## config.mk

```make
export PLATFORM = sky130hd
export DESIGN_NAME = json_path_tokenizer_top
export DESIGN_NICKNAME = d
export VERILOG_FILES = /design/src/rtl/jpt_pkg.sv /design/src/rtl/jpt_parser.sv /design/src/rtl/jpt_result_queue.sv /design/src/rtl/json_path_tokenizer_top.sv
export SDC_FILE = /design/constraint.sdc
export NUM_CORES = 1
export LEC_CHECK = 0
export BUFFER_PORTS_ARGS = -buffer_cell sky130_fd_sc_hd__buf_2
export CAP_MARGIN = 20
export CORE_MARGIN = 3
export CORE_UTILIZATION = 60
export CTS_CLUSTER_SIZE = 14
export DETAILED_ROUTE_END_ITERATION = 12
export GPL_ROUTABILITY_DRIVEN = 0
export PLACE_DENSITY = 0.79
export SLEW_MARGIN = 20
export SYNTH_ARGS = -nofsm -noshare
export SYNTH_HDL_FRONTEND = slang
export SYNTH_SLANG_ARGS = --single-unit
```

## constraint.sdc

```tcl
create_clock -name clk -period 3.95 [get_ports clk]
set_clock_uncertainty 0.1 [all_clocks]
set_input_delay 0.1975 -clock clk [delete_from_list [all_inputs] [get_ports clk]]
set_output_delay 0.1975 -clock clk [all_outputs]
set_load 0.005 [all_outputs]
```

## src/rtl/jpt_pkg.sv

```systemverilog
`default_nettype none
// ----------------------------------------------------------------------------
// jpt_pkg
// Shared types and constants for the JSONPath expression tokenizer.
// ----------------------------------------------------------------------------
package jpt_pkg;

  localparam int INDEX_BITS = 32;

  localparam int QUEUE_DEPTH    = 4;
  localparam int QUEUE_PTR_BITS = $clog2(QUEUE_DEPTH);

  localparam logic [15:0] CH_DOLLAR  = 16'h0024;
  localparam logic [15:0] CH_DOT     = 16'h002E;
  localparam logic [15:0] CH_LBRACK  = 16'h005B;
  localparam logic [15:0] CH_RBRACK  = 16'h005D;
  localparam logic [15:0] CH_STAR    = 16'h002A;
  localparam logic [15:0] CH_SQUOTE  = 16'h0027;
  localparam logic [15:0] CH_DQUOTE  = 16'h0022;
  localparam logic [15:0] CH_ZERO    = 16'h0030;
  localparam logic [15:0] CH_NINE    = 16'h0039;

  localparam logic [2:0] KIND_KEY_UNIT = 3'd0;
  localparam logic [2:0] KIND_KEY_END  = 3'd1;
  localparam logic [2:0] KIND_INDEX    = 3'd2;
  localparam logic [2:0] KIND_WILDCARD = 3'd3;
  localparam logic [2:0] KIND_ACCEPT   = 3'd4;
  localparam logic [2:0] KIND_REJECT   = 3'd5;

  typedef struct packed {
    logic [15:0] code_unit;
    logic        end_of_expression;
  } item_t;

  typedef struct packed {
    logic [2:0]  result_kind;
    logic [15:0] key_unit;
    logic [31:0] index_value;
    logic        last_of_run;
  } result_t;

  typedef struct packed {
    logic [1:0] count;
    result_t    first;
    result_t    second;
  } push_t;

endpackage
`default_nettype wire

```

## src/rtl/jpt_parser.sv

```systemverilog
`default_nettype none
// ----------------------------------------------------------------------------
// jpt_parser
// Parse state machine: one code unit per accepted transaction, up to two
// results handed to the result queue in the same cycle.
// ----------------------------------------------------------------------------
module jpt_parser
  import jpt_pkg::*;
(
  input  wire   clk,
  input  wire   rst,
  input  wire   accept,
  input  item_t item,
  output push_t push
);

  typedef enum logic [8:0] {
    MODE_DOLLAR     = 9'b000000001,
    MODE_BETWEEN    = 9'b000000010,
    MODE_DOTKEY     = 9'b000000100,
    MODE_BRACKET    = 9'b000001000,
    MODE_WILDCLOSE  = 9'b000010000,
    MODE_QUOTED     = 9'b000100000,
    MODE_QUOTECLOSE = 9'b001000000,
    MODE_DIGITS     = 9'b010000000,
    MODE_REJECTED   = 9'b100000000
  } mode_t;

  localparam int PROD_BITS = INDEX_BITS + 4;

  mode_t                  mode, mode_next, mode_step;
  logic                   key_started, key_started_next, key_step;
  logic                   quote_is_double, quote_is_double_next, quote_step;
  logic [INDEX_BITS-1:0]  acc, acc_next, acc_step;

  logic [15:0]            c;
  logic                   is_digit, is_quote, go_reject;
  logic [3:0]             digit;
  logic [PROD_BITS-1:0]   prod;
  logic                   overflow;
  logic                   emit;
  result_t                e_res, v_res;
  logic                   verdict_ok;

  assign c        = item.code_unit;
  assign is_digit = (c >= CH_ZERO) && (c <= CH_NINE);
  assign is_quote = (c == CH_SQUOTE) || (c == CH_DQUOTE);
  assign digit    = c[3:0];
  assign prod     = ({4'b0, acc} << 3) + ({4'b0, acc} << 1) + PROD_BITS'(digit);
  assign overflow = |prod[PROD_BITS-1:INDEX_BITS];

  always_comb begin
    mode_step  = mode;
    key_step   = key_started;
    quote_step = quote_is_double;
    acc_step   = acc;
    go_reject  = 1'b0;
    emit       = 1'b0;
    e_res      = '0;
    unique case (mode)
      MODE_DOLLAR: begin
        if (c == CH_DOLLAR) mode_step = MODE_BETWEEN;
        else go_reject = 1'b1;
      end
      MODE_BETWEEN: begin
        if (c == CH_DOT) begin
          mode_step = MODE_DOTKEY;
          key_step  = 1'b0;
        end else if (c == CH_LBRACK) begin
          mode_step = MODE_BRACKET;
        end else begin
          go_reject = 1'b1;
        end
      end
      MODE_DOTKEY: begin
        if (c != CH_DOT && c != CH_LBRACK && c != CH_RBRACK && !is_quote) begin
          emit              = 1'b1;
          e_res.result_kind = KIND_KEY_UNIT;
          e_res.key_unit    = c;
          key_step          = 1'b1;
        end else if (!key_started || c == CH_RBRACK || is_quote) begin
          go_reject = 1'b1;
        end else begin
          emit              = 1'b1;
          e_res.result_kind = KIND_KEY_END;
          key_step          = 1'b0;
          if (c == CH_LBRACK) mode_step = MODE_BRACKET;
        end
      end
      MODE_BRACKET: begin
        if (c == CH_STAR) begin
          mode_step = MODE_WILDCLOSE;
        end else if (is_quote) begin
          mode_step  = MODE_QUOTED;
          quote_step = (c == CH_DQUOTE);
        end else if (is_digit) begin
          mode_step = MODE_DIGITS;
          acc_step  = INDEX_BITS'(digit);
        end else begin
          go_reject = 1'b1;
        end
      end
      MODE_WILDCLOSE: begin
        if (c == CH_RBRACK) begin
          emit              = 1'b1;
          e_res.result_kind = KIND_WILDCARD;
          mode_step         = MODE_BETWEEN;
        end else begin
          go_reject = 1'b1;
        end
      end
      MODE_QUOTED: begin
        if (c == (quote_is_double ? CH_DQUOTE : CH_SQUOTE)) begin
          mode_step = MODE_QUOTECLOSE;
        end else begin
          emit              = 1'b1;
          e_res.result_kind = KIND_KEY_UNIT;
          e_res.key_unit    = c;
        end
      end
      MODE_QUOTECLOSE: begin
        if (c == CH_RBRACK) begin
          emit              = 1'b1;
          e_res.result_kind = KIND_KEY_END;
          mode_step         = MODE_BETWEEN;
        end else begin
          go_reject = 1'b1;
        end
      end
      MODE_DIGITS: begin
        if (is_digit) begin
          if (overflow) go_reject = 1'b1;
          else acc_step = prod[INDEX_BITS-1:0];
        end else if (c == CH_RBRACK) begin
          emit              = 1'b1;
          e_res.result_kind = KIND_INDEX;
          e_res.index_value = 32'(acc);
          acc_step          = '0;
          mode_step         = MODE_BETWEEN;
        end else begin
          go_reject = 1'b1;
        end
      end
      MODE_REJECTED: begin
        mode_step = MODE_REJECTED;
      end
      default: begin
        mode_step = MODE_REJECTED;
      end
    endcase
    if (go_reject) begin
      mode_step = MODE_REJECTED;
      acc_step  = '0;
      key_step  = 1'b0;
    end
  end

  assign verdict_ok = (mode_step == MODE_BETWEEN) || (mode_step == MODE_DOTKEY && key_step);

  always_comb begin
    v_res             = '0;
    v_res.result_kind = verdict_ok ? KIND_ACCEPT : KIND_REJECT;
    v_res.last_of_run = 1'b1;
    push              = '0;
    mode_next            = mode;
    key_started_next     = key_started;
    quote_is_double_next = quote_is_double;
    acc_next             = acc;
    if (accept) begin
      if (item.end_of_expression) begin
        mode_next            = MODE_DOLLAR;
        key_started_next     = 1'b0;
        quote_is_double_next = 1'b0;
        acc_next             = '0;
        if (emit) begin
          push.count  = 2'd2;
          push.first  = e_res;
          push.second = v_res;
        end else begin
          push.count = 2'd1;
          push.first = v_res;
        end
      end else begin
        mode_next            = mode_step;
        key_started_next     = key_step;
        quote_is_double_next = quote_step;
        acc_next             = acc_step;
        if (emit) begin
          push.count             = 2'd1;
          push.first             = e_res;
          push.first.last_of_run = 1'b1;
        end
      end
    end
  end

  always_ff @(posedge clk) begin
    if (rst) begin
      mode            <= MODE_DOLLAR;
      key_started     <= 1'b0;
      quote_is_double <= 1'b0;
      acc             <= '0;
    end else begin
      mode            <= mode_next;
      key_started     <= key_started_next;
      quote_is_double <= quote_is_double_next;
      acc             <= acc_next;
    end
  end

`ifndef SYNTHESIS
  a_end_resets: assert property (@(posedge clk) disable iff (rst)
    accept && item.end_of_expression |=> mode == MODE_DOLLAR && acc == '0)
    else $error("end of expression did not return parser to start");
  a_key_in_dotkey: assert property (@(posedge clk) disable iff (rst)
    key_started |-> mode == MODE_DOTKEY)
    else $error("key_started outside dot key");
  a_acc_in_digits: assert property (@(posedge clk) disable iff (rst)
    acc != '0 |-> mode == MODE_DIGITS)
    else $error("index accumulator live outside digits");
`endif

endmodule
`default_nettype wire

```

## src/rtl/jpt_result_queue.sv

```systemverilog
`default_nettype none
// ----------------------------------------------------------------------------
// jpt_result_queue
// Small result queue: takes up to two results per cycle, delivers one per
// output transaction.
// ----------------------------------------------------------------------------
module jpt_result_queue
  import jpt_pkg::*;
(
  input  wire     clk,
  input  wire     rst,
  input  push_t   push,
  output logic    space,
  output logic    result_valid,
  input  wire     result_ready,
  output result_t result
);

  result_t                   entries [QUEUE_DEPTH];
  logic [QUEUE_PTR_BITS-1:0] wr, rd;
  logic [QUEUE_PTR_BITS:0]   count, count_next;
  logic                      pop;

  assign result_valid = (count != '0);
  assign result       = entries[rd];
  assign pop          = result_valid && result_ready;
  assign space        = (count <= (QUEUE_PTR_BITS+1)'(QUEUE_DEPTH - 2));
  assign count_next   = count + (QUEUE_PTR_BITS+1)'(push.count)
                        - (QUEUE_PTR_BITS+1)'(pop);

  always_ff @(posedge clk) begin
    if (push.count != 2'd0) entries[wr] <= push.first;
    if (push.count == 2'd2) entries[wr + QUEUE_PTR_BITS'(1)] <= push.second;
  end

  always_ff @(posedge clk) begin
    if (rst) begin
      wr    <= '0;
      rd    <= '0;
      count <= '0;
    end else begin
      wr    <= wr + QUEUE_PTR_BITS'(push.count);
      if (pop) rd <= rd + QUEUE_PTR_BITS'(1);
      count <= count_next;
    end
  end

`ifndef SYNTHESIS
  a_no_overflow: assert property (@(posedge clk) disable iff (rst)
    push.count != 2'd0 |-> count + (QUEUE_PTR_BITS+1)'(push.count)
      <= (QUEUE_PTR_BITS+1)'(QUEUE_DEPTH))
    else $error("result queue overflow");
  a_ptr_gap: assert property (@(posedge clk) disable iff (rst)
    QUEUE_PTR_BITS'(wr - rd) == count[QUEUE_PTR_BITS-1:0])
    else $error("queue pointers disagree with count");
`endif

endmodule
`default_nettype wire

```

## src/rtl/json_path_tokenizer_top.sv

```systemverilog
`default_nettype none
// ----------------------------------------------------------------------------
// json_path_tokenizer_top
// Streaming JSONPath tokenizer: one UTF-16 code unit in, key units, segment
// ends, index and wildcard items, and one verdict per expression out.
//
//   channel  | handshake                   | payload
//   ---------+-----------------------------+----------------------------
//   item     | item_valid / item_ready     | item_t (code unit, end mark)
//   result   | result_valid / result_ready | result_t
//
// One code unit per cycle while item_ready is high; the parse state updates
// in the cycle of the transaction and its results enter the result queue at
// the same edge. An item producing two results (a final unit that also
// emits, plus the verdict) needs two output transactions to drain.
// item_ready drops only when the four-entry result queue lacks room for two.
// Reset returns the parser to expecting '$' and empties the queue.
// ----------------------------------------------------------------------------
module json_path_tokenizer_top
  import jpt_pkg::*;
(
  input  wire     clk,
  input  wire     rst,
  input  wire     item_valid,
  output logic    item_ready,
  input  item_t   item,
  output logic    result_valid,
  input  wire     result_ready,
  output result_t result
);

  push_t push;
  logic  accept;

  assign accept = item_valid && item_ready;

  jpt_parser u_parser (
    .clk    (clk),
    .rst    (rst),
    .accept (accept),
    .item   (item),
    .push   (push)
  );

  jpt_result_queue u_queue (
    .clk          (clk),
    .rst          (rst),
    .push         (push),
    .space        (item_ready),
    .result_valid (result_valid),
    .result_ready (result_ready),
    .result       (result)
  );

endmodule
`default_nettype wire
```

==> impl_metrics.env, run 1 <==
export IMPL_ios=75
export IMPL_die_area_um2=23970
export IMPL_antenna_left=0
export IMPL_core_area_um2=21420
export IMPL_grt_max_degree=51
export IMPL_grt_pass1_wl_mm=56.70
export IMPL_fp_dieH_um=154.8
export IMPL_crit_arrival_ps=4070
export IMPL_combPwrFrac=0.116
export IMPL_ys_warnings_count=0
export IMPL_slew_headroom=0.3640
export IMPL_clk_latency_ps=560
export IMPL_worstPathRequired_ps=4270
export IMPL_first_global_vias=10730
export IMPL_p_clk_frac=0.430
export IMPL_nets=1440
export IMPL_clock_path_buffers=3
export IMPL_fillers=1564
export IMPL_drv_slew=0
export IMPL_critPathTopFamily="simple AND/OR/NAND/NOR gates"
export IMPL_max_cap_viol_count=0
export IMPL_worstMarginPinSlew_ps=954.0
export IMPL_netlist_instances=1278
export IMPL_row_count=53
export IMPL_clkTransAtPathRegs_ps=60
export IMPL_min_period_over_period=0.9503
export IMPL_synth_top_area_frac=0.3736
export IMPL_synth_nets=1371
export IMPL_hold_violations=0
export IMPL_synth_seq_cells=260
export IMPL_critical_path_class="primary input to register"
export IMPL_cp_num_buf_inv=3
export IMPL_p_int_mw=4.572
export IMPL_avgSynthCellArea_um2=10.40
export IMPL_die_w_um=154.8
export IMPL_worst_setup_path_start_kind="primary input"
export IMPL_syn_area_um2=13290
export IMPL_cts_root_buffer="clkbuf_16"
export IMPL_dp_cells=1576
export IMPL_area_growth_pct=14.24
export IMPL_fin_util=0.7087
export IMPL_r2r_setup_slack_ps=240
export IMPL_layout_common_cells="dfxtp_1 (246), a22o_1 (190), buf_2 (74)"
export IMPL_path_cells="dlygate4sd3_1 -> buf_2 -> nor4b_2 -> nand3_1 -> nor3b_1 -> or2_2 -> a21oi_4 -> inv_1 -> ha_1 -> nand2_1 -> ha_1 -> fa_1 -> xnor2_1 -> xnor2_1 -> nor2_1"
export IMPL_synth_seq_area_share=0.4007
export IMPL_ys_types=82
export IMPL_layoutNonFillerInstCount=1643
export IMPL_swShare=0.2600
export IMPL_whs_path_depth=4
export IMPL_synth_top_area_cell="dfxtp_1"
export IMPL_period_needed_ps=3754
export IMPL_io_buffers=74
export IMPL_drt_first_pass_iters=5
export IMPL_setup_viol=0
export IMPL_hpwl_mm=22.97
export IMPL_yosys_top_cells_area="dfxtp_1 (37%), a22o_1 (13%), mux4_2 (8.8%)"
export IMPL_via_per_inst=6.677
export IMPL_initial_core_util=0.6204
export IMPL_final_common_cell="dfxtp_1"
export IMPL_grt_overflow=0
export IMPL_p_seq_frac=0.454
export IMPL_slowest_stage="dlygate4sd3_1"
export IMPL_fin_tns_setup_ps=0
export IMPL_cts_tree="built"
export IMPL_leakage_nw=6.165
export IMPL_numClockSinks=260
export IMPL_switchingPower_mw=1.606
export IMPL_ys_flop_type="dfxtp_1"
export IMPL_drc=0
export IMPL_drt_iter0_markers=978
export IMPL_end_kind="register"
export IMPL_max_freq_ghz=0.2664
export IMPL_status="complete, no violations"
export IMPL_hp_class="primary input to register"
export IMPL_diodes=0
export IMPL_peakVddDrop_mv=0.3506
export IMPL_grt_util_all_layers=0.2841
export IMPL_numCtsBuffers=27
export IMPL_power_density_nw_per_um2=407.0
export IMPL_drive_gt1_frac=0.1981
export IMPL_antenna_found_initial=0
export IMPL_synth_edf_count=12
export IMPL_rr_worst_depth=13
export IMPL_htreeDepth=1
export IMPL_finalWirelength_mm=34.78
export IMPL_async_reset_ff_frac=0
export IMPL_wl_per_cell_um=21.17
export IMPL_crit_fanout=10
export IMPL_cp_depth=15
export IMPL_slowest_delay_ps=530
export IMPL_num_vias=10970
-- cell families (layout without fill, tap and decap cells) --
family,count (synthesis),after routing,synth area share
compound gates,414,414,0.2460
flops,260,260,0.4007
buf+inv,128,218,0.04020
mux,58,58,0.09283
simple gates,318,318,0.1323
fa+ha+maj,72,72,0.06949
xor+xnor,28,28,0.01845
-- routing by layer --
metal  global-route usage  wire length, µm
met5                    0                0
met3              0.04029             2420
met2               0.4632            15960
met1               0.4003            15550
met4              0.07485              842
-- worst min-delay path: cells and delay by family --
kind,cells,cell delay (ps)
buffers and inverters,1,70
XOR/XNOR,1,110
AND/OR/NAND/NOR,2,270
-- per-stage QoR --
step | hold slack (ps) | setup slack (ps) | instance area, µm² | power, mW
3_5_place_dp | 357.7 | 3.663 | 14040 | 3.566
4_1_cts | 26.77 | 2.409 | 15130 | 6.201
6_report | 33.54 | 196.5 | 15180 | 6.178
5_1_grt | 84.07 | -57.51 | 15180 | 6.384
3_3_place_gp | 328.5 | 120.1 | 14040 | 3.555
2_1_floorplan | 223.2 | 330.0 | 13290 | 3.332
-- cell usage after synthesis (all sizes together), types with 4 or more instances --
| library cell | instances |
|---|---|
| xnor2 | 19 |
| mux2i | 4 |
| nand3b | 5 |
| clkbuf | 61 |
| or3 | 14 |
| o211ai | 10 |
| buf | 34 |
| a21o | 13 |
| a21oi | 52 |
| o32ai | 4 |
| a211oi | 7 |
| nand2 | 70 |
| nand4b | 8 |
| dfxtp | 248 |
| inv | 33 |
| nand4 | 26 |
| o21a | 7 |
| nor4 | 13 |
| xor2 | 9 |
| nand3 | 42 |
| o2bb2ai | 27 |
| a22o | 193 |
| nand2b | 9 |
| o31a | 5 |
| or2 | 8 |
| ha | 69 |
| nor2b | 7 |
| edfxtp | 12 |
| and3 | 5 |
| nor4b | 4 |
| mux4 | 52 |
| nor3 | 31 |
| or4 | 5 |
| and2 | 7 |
| o21ai | 47 |
| a31oi | 6 |
| nor2 | 56 |
| o31ai | 7 |
-- sequential cells by signal (all words and copies together), names as in the netlist, named ones only --
name                      flops
u_queue.entries             208
u_queue.rd                    2
u_parser.key_started          1
u_parser.acc                 32
u_queue.count                 3
u_parser.mode                 9
u_parser.quote_is_double      1
u_queue.wr                    2
-- repair_timing --
action                     CTS  global route
hold buffers                16             0
setup buffers                0             1
setup endpoints to repair    0           218
hold endpoints to repair    69             0
gates resized for setup      0             8
-- layout make-up --
| type | instances | area [µm²] | share of cell area |
|---|---|---|---|
| inverter | 33 | 123.9 | 0.008160 |
| multi-input combinational | 890 | 7503 | 0.4943 |
| clock buffer | 39 | 772.0 | 0.05085 |
| clock inverter | 11 | 163.9 | 0.01080 |
| timing repair buffer | 135 | 943.4 | 0.06214 |
| tap | 275 | 344.1 | 0.02267 |
| sequential | 260 | 5330 | 0.3511 |
-- path summary, 6_finish.rpt --
check | from | to
setup / recovery | item[13] | u_queue.count[2]
hold / removal | result_ready | register
setup reg to reg | u_parser.acc[0] | u_parser.acc[26]
hold reg to reg | u_queue.entries[1][50] | u_queue.entries[1][50]
-- power groups by stage --
stage               clock network (mW)  logic [mW]  registers (mW)
global placement                     0       0.692            2.86
floorplan                            0       0.576            2.76
CTS                               2.68       0.714            2.81
detailed placement                   0       0.697            2.87
global route                      2.79       0.778            2.82
finish                            2.66       0.717            2.81
No activity file was read; power rests on OpenSTA's default activity.
==> run 2: changes to the inputs <==
RECOVER_POWER = 25   (was unset)
==> run 2 against run 1 <==
Via count grew 1.0%. Cell count is the same. Clock power about the same. Final area shrank 0.43%. Register-to-register slack about the same. Routed wire length is 0.62% higher. Worst setup slack better by 12 ps. Sequential share of layout area is 0.13 points higher. Worst hold slack improved by 28 ps. The run now ends with max-capacitance violations, max-slew violations left. Clock-buffer cell count unchanged.
==> impl_metrics.env, run 2 (same netlist as run 1, synthesis figures left out) <==
export IMPL_grt_util_all_layers=0.2841
export IMPL_fillers=1592
export IMPL_fin_util=0.7057
export IMPL_fp_dieH_um=154.8
export IMPL_max_freq_ghz=0.2672
export IMPL_critPathTopFamily="simple AND/OR/NAND/NOR gates"
export IMPL_slowest_stage="dlygate4sd3_1"
export IMPL_die_area_um2=23970
export IMPL_p_total_mw=6.165
export IMPL_p_seq_frac=0.455
export IMPL_slew_headroom=-0.1296
export IMPL_crit_arrival_ps=4050
export IMPL_grt_pass1_wl_mm=56.70
export IMPL_min_delay_start="item[0]"
export IMPL_antenna_found_initial=0
export IMPL_r2r_setup_slack_ps=240
export IMPL_largest_reg_flops=208
export IMPL_area_growth_pct=13.75
export IMPL_power_density_nw_per_um2=407.9
export IMPL_dp_cells=1576
export IMPL_cp_num_buf_inv=4
export IMPL_fin_tns_setup_ps=0
export IMPL_worst_slack_ps=208.0
export IMPL_cp_endpoint="u_queue.entries[0][49]"
export IMPL_die_w_um=154.8
export IMPL_switchingPower_mw=1.601
export IMPL_hp_class="primary input to register"
export IMPL_crit_fanout=8
export IMPL_clock_path_buffers=3
export IMPL_grt_overflow=0
export IMPL_drv_slew=49
export IMPL_first_global_vias=10730
export IMPL_num_vias=11080
export IMPL_max_cap_viol_count=1
export IMPL_p_clk_frac=0.430
export IMPL_violations="max-capacitance violations, max-slew violations"
export IMPL_antenna_left=0
export IMPL_final_common_cell="dfxtp_1"
export IMPL_io_buffers=74
export IMPL_drt_first_pass_iters=6
export IMPL_slowest_delay_ps=530
export IMPL_cts_root_buffer="clkbuf_16"
export IMPL_worstMarginPinSlew_ps=1694
export IMPL_nets=1440
export IMPL_startpoint="item[8]"
export IMPL_cp_depth=14
export IMPL_clk_latency_ps=560
export IMPL_wl_per_cell_um=21.30
export IMPL_worst_setup_path_start_kind="primary input"
export IMPL_core_area_um2=21420
export IMPL_diodes=0
export IMPL_worstPathRequired_ps=4260
export IMPL_placed_area_um2=14040
export IMPL_swShare=0.2596
export IMPL_layout_common_cells="dfxtp_1 (246), a22o_1 (190), ha_1 (69)"
export IMPL_r2r_start="u_parser.acc[0]"
export IMPL_drive_gt1_frac=0.1769
export IMPL_p_int_mw=4.565
export IMPL_cp_common_cell="or4_1"
export IMPL_htreeDepth=1
export IMPL_via_per_inst=6.744
export IMPL_regToRegEndpoint="u_parser.acc[26]"
export IMPL_rr_worst_depth=13
export IMPL_period_needed_ps=3742
export IMPL_numCtsBuffers=27
export IMPL_combPwrFrac=0.115
export IMPL_min_period_over_period=0.9473
export IMPL_drt_iter0_markers=1003
export IMPL_pre_cts_ws_ps=3.663
export IMPL_status="complete, but fails checks"
export IMPL_setup_viol=0
export IMPL_hold_violations=0
export IMPL_row_count=53
export IMPL_leakage_nw=6.056
export IMPL_numClockSinks=260
export IMPL_holdWs_ps=61.56
export IMPL_largest_register="u_queue.entries"
export IMPL_layoutNonFillerInstCount=1643
export IMPL_hpwl_mm=22.97
export IMPL_ios=75
export IMPL_grt_max_degree=51
export IMPL_end_kind="register"
export IMPL_path_cells="dlygate4sd3_1 -> buf_2 -> nor4_1 -> buf_4 -> nand4_4 -> o31a_1 -> or2_2 -> a21oi_4 -> inv_1 -> ha_1 -> or4_1 -> or4_1 -> or3_1 -> o21ai_1"
export IMPL_clkTransAtPathRegs_ps=70
export IMPL_peakVddDrop_mv=0.3469
export IMPL_finalWirelength_mm=34.99
export IMPL_drc=0
export IMPL_critical_path_class="primary input to register"
export IMPL_cts_tree="built"
export IMPL_initial_core_util=0.6204
export IMPL_final_area_um2=15120
export IMPL_reg_largest_list="u_queue.entries (208), u_parser.acc (32), u_parser.mode (9)"
[run 2: area by class of cell]
type	count	area, µm²	share of cell area
Multi-Input combinational cell	890	7477	0.4947
Sequential cell	260	5328	0.3525
Timing Repair Buffer	135	907.1	0.06001
Clock buffer	39	772.0	0.05107
Tap cell	275	344.1	0.02276
Clock inverter	11	163.9	0.01084
Inverter	33	123.9	0.008195
[run 2: timing repair]
action / CTS / global route
endpoints found under the hold margin: 69 / 0
resized for setup: 0 / 8
setup buffers: 0 / 1
setup endpoints to repair: 0 / 218
hold buffers: 16 / 0
[run 2: power groups by stage]
stage / combinational, mW / sequential (mW) / clock [mW]
5_1_grt: 0.770 / 2.82 / 2.79
2_1_floorplan: 0.576 / 2.76 / 0
4_1_cts: 0.714 / 2.81 / 2.68
6_report: 0.711 / 2.80 / 2.65
3_3_place_gp: 0.692 / 2.86 / 0
3_5_place_dp: 0.697 / 2.87 / 0
[run 2: worst min-delay path by stage]
stage | to | depth (start not counted) | slack (ps)
after floorplan | u_queue.entries[0][37] | 1 | 220
after global placement | u_queue.entries[2][50] | 2 | 330
after detailed placement | u_queue.entries[1][50] | 2 | 360
after CTS | register | 4 | 30
after global routing | u_queue.entries[1][36] | 3 | 80
final | u_parser.mode[0] | 3 | 60
[run 2: tightest hold or removal path: stages]
cell	delay (ps)
buf_2	180
inv_1	150
o211ai_1	120
[run 2: metal layers]
layer	vias to the layer above	global-route usage	share of wire
li1	5129	-	-
met1	5385	0.4003	0.44
met2	493	0.4632	0.46
met3	74	0.04029	0.075
met4	0	0.07485	0.024
met5	-	0	0
